## src/irp_pkg.sv

```systemverilog
// Types, constants and register indexes shared by the replay record parser files.
package irp_pkg;

  localparam int CfgDataWidth   = 32;
  localparam int CfgIdxWidthDef = 8;
  localparam int TdataWidth     = 216;

  // Register indexes on the configuration port.
  localparam int RegFrameLimit   = 0;
  localparam int RegSeedsEnabled = 1;

  // Field lengths in bytes, taken modulo eight as the byte counter wraps.
  localparam logic [2:0] OptionsBytes = 3'd2;
  localparam logic [2:0] SeedBytes    = 3'd0;
  localparam logic [2:0] ButtonsBytes = 3'd2;

  typedef enum logic [6:0] {
    PhDelta   = 7'b0000001,
    PhOptions = 7'b0000010,
    PhSeed1   = 7'b0000100,
    PhSeed2   = 7'b0001000,
    PhButtons = 7'b0010000,
    PhStickX  = 7'b0100000,
    PhStickY  = 7'b1000000
  } irp_phase_e;

  typedef struct packed {
    logic [31:0] frame_limit;
    logic        seeds_enabled;
  } irp_cfg_t;

  typedef struct packed {
    logic               record_kind;
    logic [15:0]        options_word;
    logic [7:0]         frame_delta;
    logic [63:0]        first_seed;
    logic [63:0]        second_seed;
    logic [15:0]        button_bits;
    logic signed [7:0]  stick_horizontal;
    logic signed [7:0]  stick_vertical;
    logic [31:0]        frame_number;
    logic               last_frame;
  } irp_rec_t;

  localparam logic KindOptions = 1'b0;
  localparam logic KindFrame   = 1'b1;

endpackage

```

## src/input_replay_record_parser.sv

```systemverilog
// Top level of the controller-replay record parser with configuration and output buffering.
//
// The block takes the record stream that follows a replay header, one byte per
// transaction on the s_axis channel, and emits one decoded record per
// transaction on the m_axis channel. A zero delta byte opens an options record
// (a big-endian 16-bit word follows); any other delta opens a frame record
// carrying, when seeds are enabled, two big-endian 64-bit seeds, then a
// 16-bit button mask and the signed stick X and Y bytes.
// Throughput is one byte per cycle while s_axis_tready_o is high. A record is
// registered from the byte that ends it; all other bytes yield nothing.
// Parsing stops once frame_limit frame records have been produced: the last
// one has tlast set and every later byte is accepted and discarded.
// The configuration channel is always ready; register 0 is frame_limit and
// register 1 is seeds_enabled. Writes are meant to happen while the parser is
// idle; seeds_enabled is sampled at each delta byte.
// Reset clears both registers, so nothing is parsed until frame_limit is set.
// When the receiver stalls, a second record is held in a skid register and
// s_axis_tready_o only drops while that register is occupied.
module input_replay_record_parser #(
  parameter int CfgIdxWidth = irp_pkg::CfgIdxWidthDef
) (
  input  logic                              clk_i,
  input  logic                              rst_ni,
  // Record stream bytes. tdata: stream_byte [7:0].
  input  logic                              s_axis_tvalid_i,
  output logic                              s_axis_tready_o,
  input  logic [7:0]                        s_axis_tdata_i,
  // Decoded records. tdata, lowest bit first: options_word [15:0],
  // frame_delta [23:16], first_seed [87:24], second_seed [151:88],
  // button_bits [167:152], stick_horizontal [175:168],
  // stick_vertical [183:176], frame_number [215:184].
  output logic                              m_axis_tvalid_o,
  input  logic                              m_axis_tready_i,
  output logic [irp_pkg::TdataWidth-1:0]    m_axis_tdata_o,
  // tuser: record_kind [0] (0 options record, 1 frame record).
  output logic                              m_axis_tuser_o,
  // tlast: last_frame.
  output logic                              m_axis_tlast_o,
  // Register writes.
  input  logic                              cfg_valid_i,
  output logic                              cfg_ready_o,
  input  logic [CfgIdxWidth-1:0]            cfg_index_i,
  input  logic [irp_pkg::CfgDataWidth-1:0]  cfg_data_i
);
  import irp_pkg::*;

  irp_cfg_t cfg_q, cfg_d;

  logic     in_take;
  logic     out_take;
  logic     res_valid;
  irp_rec_t res_rec;

  logic     out_valid_q, out_valid_d;
  irp_rec_t out_rec_q, out_rec_d;
  logic     skid_valid_q, skid_valid_d;
  irp_rec_t skid_rec_q, skid_rec_d;

  // Configuration registers; writes to unknown indexes are dropped.
  assign cfg_ready_o = 1'b1;

  always_comb begin
    cfg_d = cfg_q;
    if (cfg_valid_i) begin
      if (cfg_index_i == CfgIdxWidth'(RegFrameLimit)) begin
        cfg_d.frame_limit = cfg_data_i;
      end else if (cfg_index_i == CfgIdxWidth'(RegSeedsEnabled)) begin
        cfg_d.seeds_enabled = cfg_data_i[0];
      end
    end
  end

  always_ff @(posedge clk_i or negedge rst_ni) begin
    if (!rst_ni) begin
      cfg_q <= '0;
    end else begin
      cfg_q <= cfg_d;
    end
  end

  // The input stalls only while the skid register holds a record.
  assign s_axis_tready_o = !skid_valid_q;
  assign in_take         = s_axis_tvalid_i && s_axis_tready_o;
  assign out_take        = out_valid_q && m_axis_tready_i;

  irp_parser u_parser (
    .clk_i        (clk_i),
    .rst_ni       (rst_ni),
    .byte_valid_i (in_take),
    .byte_i       (s_axis_tdata_i),
    .cfg_i        (cfg_q),
    .rec_valid_o  (res_valid),
    .rec_o        (res_rec)
  );

  // Output register with a skid register behind it. A fresh record goes
  // straight to the output when that is free, otherwise into the skid
  // register, which drains into the output as soon as the receiver takes.
  always_comb begin
    out_valid_d  = out_valid_q;
    out_rec_d    = out_rec_q;
    skid_valid_d = skid_valid_q;
    skid_rec_d   = skid_rec_q;
    if (!out_valid_q || out_take) begin
      if (skid_valid_q) begin
        out_valid_d  = 1'b1;
        out_rec_d    = skid_rec_q;
        skid_valid_d = 1'b0;
      end else if (res_valid) begin
        out_valid_d = 1'b1;
        out_rec_d   = res_rec;
      end else begin
        out_valid_d = 1'b0;
      end
    end else if (res_valid) begin
      skid_valid_d = 1'b1;
      skid_rec_d   = res_rec;
    end
  end

  always_ff @(posedge clk_i or negedge rst_ni) begin
    if (!rst_ni) begin
      out_valid_q  <= 1'b0;
      skid_valid_q <= 1'b0;
    end else begin
      out_valid_q  <= out_valid_d;
      skid_valid_q <= skid_valid_d;
    end
  end

  always_ff @(posedge clk_i) begin
    out_rec_q  <= out_rec_d;
    skid_rec_q <= skid_rec_d;
  end

  assign m_axis_tvalid_o = out_valid_q;
  assign m_axis_tuser_o  = out_rec_q.record_kind;
  assign m_axis_tlast_o  = out_rec_q.last_frame;
  assign m_axis_tdata_o  = {out_rec_q.frame_number,
                            out_rec_q.stick_vertical,
                            out_rec_q.stick_horizontal,
                            out_rec_q.button_bits,
                            out_rec_q.second_seed,
                            out_rec_q.first_seed,
                            out_rec_q.frame_delta,
                            out_rec_q.options_word};

endmodule

```

## src/irp_parser.sv

```systemverilog
// Byte-wise record parser: phase tracking, field assembly and record building.
module irp_parser (
  input  logic                        clk_i,
  input  logic                        rst_ni,
  input  logic                        byte_valid_i,
  input  logic [7:0]                  byte_i,
  input  irp_pkg::irp_cfg_t           cfg_i,
  output logic                        rec_valid_o,
  output irp_pkg::irp_rec_t           rec_o
);
  import irp_pkg::*;

  irp_phase_e  phase_q, phase_d;
  logic [2:0]  cnt_q, cnt_d;
  logic [63:0] shift_q, shift_d;
  logic [7:0]  delta_q, delta_d;
  logic [63:0] seed1_q, seed1_d;
  logic [63:0] seed2_q, seed2_d;
  logic [15:0] buttons_q, buttons_d;
  logic [7:0]  stick_x_q, stick_x_d;
  logic [31:0] frames_q, frames_d;

  logic [63:0] gathered;
  logic [2:0]  cnt_inc;

  assign gathered = {shift_q[55:0], byte_i};
  assign cnt_inc  = cnt_q + 3'd1;

  always_comb begin
    phase_d     = phase_q;
    cnt_d       = cnt_q;
    shift_d     = shift_q;
    delta_d     = delta_q;
    seed1_d     = seed1_q;
    seed2_d     = seed2_q;
    buttons_d   = buttons_q;
    stick_x_d   = stick_x_q;
    frames_d    = frames_q;
    rec_valid_o = 1'b0;
    rec_o       = '0;
    if (byte_valid_i) begin
      unique case (phase_q)
        PhDelta: begin
          // Once the frame budget is spent every further byte is dropped.
          if (frames_q < cfg_i.frame_limit) begin
            cnt_d   = 3'd0;
            shift_d = '0;
            if (byte_i == 8'd0) begin
              phase_d = PhOptions;
            end else begin
              delta_d = byte_i;
              seed1_d = '0;
              seed2_d = '0;
              phase_d = cfg_i.seeds_enabled ? PhSeed1 : PhButtons;
            end
          end
        end
        PhOptions: begin
          shift_d = gathered;
          cnt_d   = cnt_inc;
          if (cnt_inc == OptionsBytes) begin
            cnt_d              = 3'd0;
            rec_valid_o        = 1'b1;
            rec_o.record_kind  = KindOptions;
            rec_o.options_word = gathered[15:0];
            phase_d            = PhDelta;
          end
        end
        PhSeed1: begin
          shift_d = gathered;
          cnt_d   = cnt_inc;
          if (cnt_inc == SeedBytes) begin
            cnt_d   = 3'd0;
            seed1_d = gathered;
            phase_d = PhSeed2;
          end
        end
        PhSeed2: begin
          shift_d = gathered;
          cnt_d   = cnt_inc;
          if (cnt_inc == SeedBytes) begin
            cnt_d   = 3'd0;
            seed2_d = gathered;
            phase_d = PhButtons;
          end
        end
        PhButtons: begin
          shift_d = gathered;
          cnt_d   = cnt_inc;
          if (cnt_inc == ButtonsBytes) begin
            cnt_d     = 3'd0;
            buttons_d = gathered[15:0];
            phase_d   = PhStickX;
          end
        end
        PhStickX: begin
          stick_x_d = byte_i;
          phase_d   = PhStickY;
        end
        PhStickY: begin
          frames_d               = frames_q + 32'd1;
          rec_valid_o            = 1'b1;
          rec_o.record_kind      = KindFrame;
          rec_o.frame_delta      = delta_q;
          rec_o.first_seed       = seed1_q;
          rec_o.second_seed      = seed2_q;
          rec_o.button_bits      = buttons_q;
          rec_o.stick_horizontal = $signed(stick_x_q);
          rec_o.stick_vertical   = $signed(byte_i);
          rec_o.frame_number     = frames_q;
          rec_o.last_frame       = (frames_d >= cfg_i.frame_limit);
          cnt_d                  = 3'd0;
          phase_d                = PhDelta;
        end
        default: begin
          phase_d = PhDelta;
        end
      endcase
    end
  end

  always_ff @(posedge clk_i or negedge rst_ni) begin
    if (!rst_ni) begin
      phase_q   <= PhDelta;
      cnt_q     <= '0;
      shift_q   <= '0;
      delta_q   <= '0;
      seed1_q   <= '0;
      seed2_q   <= '0;
      buttons_q <= '0;
      stick_x_q <= '0;
      frames_q  <= '0;
    end else begin
      phase_q   <= phase_d;
      cnt_q     <= cnt_d;
      shift_q   <= shift_d;
      delta_q   <= delta_d;
      seed1_q   <= seed1_d;
      seed2_q   <= seed2_d;
      buttons_q <= buttons_d;
      stick_x_q <= stick_x_d;
      frames_q  <= frames_d;
    end
  end

endmodule

```

## config.mk

```make
export PLATFORM = sky130hd
export DESIGN_NAME = input_replay_record_parser
export DESIGN_NICKNAME = d
export VERILOG_FILES = /design/src/irp_pkg.sv /design/src/input_replay_record_parser.sv /design/src/irp_parser.sv
export SDC_FILE = /design/constraint.sdc
export NUM_CORES = 1
export LEC_CHECK = 0
export ABC_CLOCK_PERIOD_IN_PS = 18300
export BUFFER_PORTS_ARGS = -buffer_cell sky130_fd_sc_hd__buf_2
export CAP_MARGIN = 20
export CORE_MARGIN = 5
export CORE_UTILIZATION = 57
export CTS_CLUSTER_SIZE = 12
export DETAILED_ROUTE_END_ITERATION = 12
export PLACE_DENSITY = 0.82
export SETUP_SLACK_MARGIN = 0.15
export SLEW_MARGIN = 20
export SYNTH_ARGS = -nofsm -noshare
export SYNTH_HDL_FRONTEND = slang
export SYNTH_HIERARCHICAL = 1
export SYNTH_SLANG_ARGS = --single-unit
```

## constraint.sdc

```tcl
create_clock -name clk_i -period 18.3 [get_ports clk_i]
set_input_delay 0 -clock clk_i [delete_from_list [all_inputs] [get_ports clk_i]]
set_output_delay 0 -clock clk_i [all_outputs]
set_load 0.02 [all_outputs]
```

==> metrics.csv <==
stage,metric,value,unit
floorplanning,die_area,58400,µm²
worst_setup_path,critPathLaunchType,register,
timing,slew_headroom,0.226,
synth,yosysUniqueCellTypes,70,
synth,synth.most_common_cell,edfxtp_1,
clock_network,cts_tree,built,
worst_setup_path,path_class,reg2reg,
final_layout,multi_input_area,9490,µm²
final_layout,nets,2551,
global_route,grt_pass1_vias,18900,
outcome,status,finished with violations,
timing,period_share,0.264,
final_layout,syn2layout_area_growth,15.4,%
synth,ys_seq_area_frac,0.667,
clock_network,cts_root_buffer,clkbuf_16,
worst_setup_path,critical_path.max_fanout,71,
route,first_iter_violations,1398,
worst_setup_path,critPathMaxStageDelay,820,ps
clock_network,numCtsBuffers,76,
worst_setup_path,rr_startpoint,u_parser/cnt_q[0],
run,timing.max_cap.violations,0,
clock_network,clk_pin_slew,60,ps
worst_setup_path,r2r_slack,13470,ps
route,via_count,18100,
floorplanning,num_io_pins,274,
floorplanning,die_x,242,µm
pwr,power_density,109,nW/µm²
final_layout,fillerInstances,3745,
timing,clock_skew,29.4,ps
global_route,antenna_found_initial,1,
final_layout,drive_above_1_share,0.286,
timing,tns,0,ps
worst_hold_path,holdCritPathClass,in2async,
worst_setup_path,crit_top_cell,buf_4,
clock_network,clock_path_buffers,3,
timing,fmax,0.207,GHz
pwr,ir_drop,0.152,mV
synth,syn_area_per_cell,14.3,µm²
synth,synth.top_cells.by_area,"edfxtp_1 43%, dfrtp_1 24%, mux2_2 11%",
floorplanning,core,53500,µm²
clock_network,postCtsSetupBuffers,0,
route,drcViolationCount,0,
synth,synth_edf_count,436,
clock_network,h-tree-depth,3,
route,wl_per_cell,20.9,µm
synth,synth_nets,2260,
final_layout,fin_area,35300,µm²
synth,synth_top_area_frac,0.428,
final_layout,antenna_cells,0,
synth,synthCells,2139,
worst_setup_path,end_kind,register,
route,ant_nets,0,
synth,yosys-top-cells-count,"436 x edfxtp_1, 292 x dfrtp_1, 286 x mux2_2, 221 x nand2_1, 214 x and2_1",
outcome,violations,hold timing,
clock_network,clock_sinks,729,
timing,hold_viol,12,
timing,fin_crit,4830,ps
synth,synth_top_area_cell,edfxtp_1,
floorplanning,die_y,242,µm
timing,setup_viol,0,
floorplanning,initial_utilization,0.572,
place,place.gp.congestion,0.858,
timing,worst_slew_pin_slew,1160,ps
route,drt_pass1_iterations,5,
worst_setup_path,crit_path_cell_trace,"ha_1, xnor2_1, nand3_1, nor3_2, nand2b_1, nor2_1, a21oi_4, buf_4, buf_4",
synth,synth-seq-cells,729,
synth,yosysWarnings,6,
global_route,grtUsageTotal,0.227,
route,vias_per_cell,5.68,
worst_setup_path,crit_slowest_cell,nor3_2,
worst_setup_path,r2r-end,m_axis_tdata_o[129],
worst_setup_path,worstPathArrival,5050,ps
place,io_buffers,272,
final_layout,seqCellArea,20400,µm²
worst_setup_path,critical_path.startpoint,u_parser/cnt_q[0],
place,hpwl,41200,µm
timing,rsz0062_at_grt,false,
timing,drv_slew,0,
clock_network,hold_buffers,43,
clock_network,ctsResizeCount,0,
global_route,grt_pass1_wl,106000,µm
place,place_area,32500,µm²
synth,syn-cell-area,30600,µm²
floorplanning,rows,85,
synth,ys.flop_type,edfxtp_1,
timing,whs,-28.3,ps
worst_setup_path,ff2ff_path_depth,9,
global_route,overflow,0,
global_route,grt_max_degree,129,
worst_setup_path,cp.required,18520,ps
clock_network,clk_latency,620,ps
pwr,leakage,14.5,nW
synth,async_flop_share,0.402,
route,wl,66700,µm
flip-flops by register name (all words and copies together), names as in the netlist:
register	count
skid_rec_q	218
m_axis_tdata_o	216
u_parser/seed1_q	64
u_parser/seed2_q	64
u_parser/shift_q	56
cfg_q	33
u_parser/frames_q	32
u_parser/buttons_q	16
u_parser/delta_q	8
u_parser/stick_x_q	8
u_parser/phase_q	7
u_parser/cnt_q	3
m_axis_tlast_o	1
m_axis_tuser_o	1
m_axis_tvalid_o	1
skid_valid_q	1
layout by cell type, fill, tap and decap left out, types with 6 or more instances in the layout:
master         count
inv_1             43
xnor2_1           35
nand4_1           16
clkinv_1           6
clkbuf_1          40
buf_4             18
mux2_2           286
buf_2            271
ha_1              68
o21ai_1           16
nand3_1           15
nor2_1            42
edfxtp_1         436
a21oi_1           19
o21ai_0           81
dlygate4sd3_1     43
a22o_1           101
dfrtp_1          291
and2_1           214
xor2_1            29
clkbuf_16         78
nand2_1          221
stage by stage:
| stage | util | hold slack (ps) | power, W | std cells | setup slack, ps |
|---|---|---|---|---|---|
| floorplan | - | -296 | 0.00223 | 2139 | 5020 |
| global placement | 0.607 | 70.0 | 0.00236 | 3005 | 13730 |
| detailed placement | 0.607 | 68.3 | 0.00238 | 3005 | 13490 |
| CTS | 0.660 | 0.965 | 0.00387 | 3189 | 13440 |
| global route | 0.660 | 59.7 | 0.00399 | 3189 | 13100 |
| finish | 0.660 | -28.3 | 0.00384 | 3189 | 13470 |
how the worst max path moves through the flow:
stage / to / slack [ps] / depth (start not counted)
after detailed placement: m_axis_tdata_o[117] / 13490 / 9
after floorplan: m_axis_tdata_o[0] / 5020 / 11
after global routing: m_axis_tdata_o[129] / 13100 / 9
after CTS: m_axis_tdata_o[129] / 13440 / 9
final: m_axis_tdata_o[129] / 13470 / 9
after global placement: m_axis_tdata_o[111] / 13730 / 9
layout make-up:
class,count,area share
Sequential cell,729,0.578
Multi-Input combinational cell,1242,0.269
Clock buffer,123,0.0614
Tap cell,696,0.0247
Clock inverter,18,0.00613
Timing Repair Buffer,337,0.0561
Inverter,44,0.00482
power by group:
group	leakage, nW	switching, W	internal, W
sequential	7.76	0.000120	0.00184
combinational	5.64	0.000252	0.000148
clock	1.15	0.000617	0.000872
total	14.5	0.000989	0.00285
cell families after synthesis:
kind of cell / synth area share
buffers and inverters: 0.0242
xor gates and xnor gates: 0.0183
AOI/OAI and AO/OA: 0.0573
DFF: 0.667
adders and majority gates: 0.0278
other: 0.000123
and+or+nand+nor: 0.0982
muxes: 0.107
critical path: cells and delay by family, from the launching register on:
family / cells / cell delay, ps
xor gates and xnor gates: 1 / 330
AOI/OAI and AO/OA: 1 / 580
adders and majority gates: 1 / 260
DFF: 1 / 430
and+or+nand+nor: 4 / 1300
buffers and inverters: 2 / 1480
per-layer routing:
| layer | part of all wire | up-vias | track usage |
|---|---|---|---|
| met5 | 0 | - | 0 |
| met4 | 0.023 | 0 | 0.0660 |
| met3 | 0.064 | 113 | 0.0446 |
| met2 | 0.48 | 575 | 0.369 |
| met1 | 0.43 | 9150 | 0.317 |
| li1 | - | 8279 | - |
(Power assumes the default switching activity.)
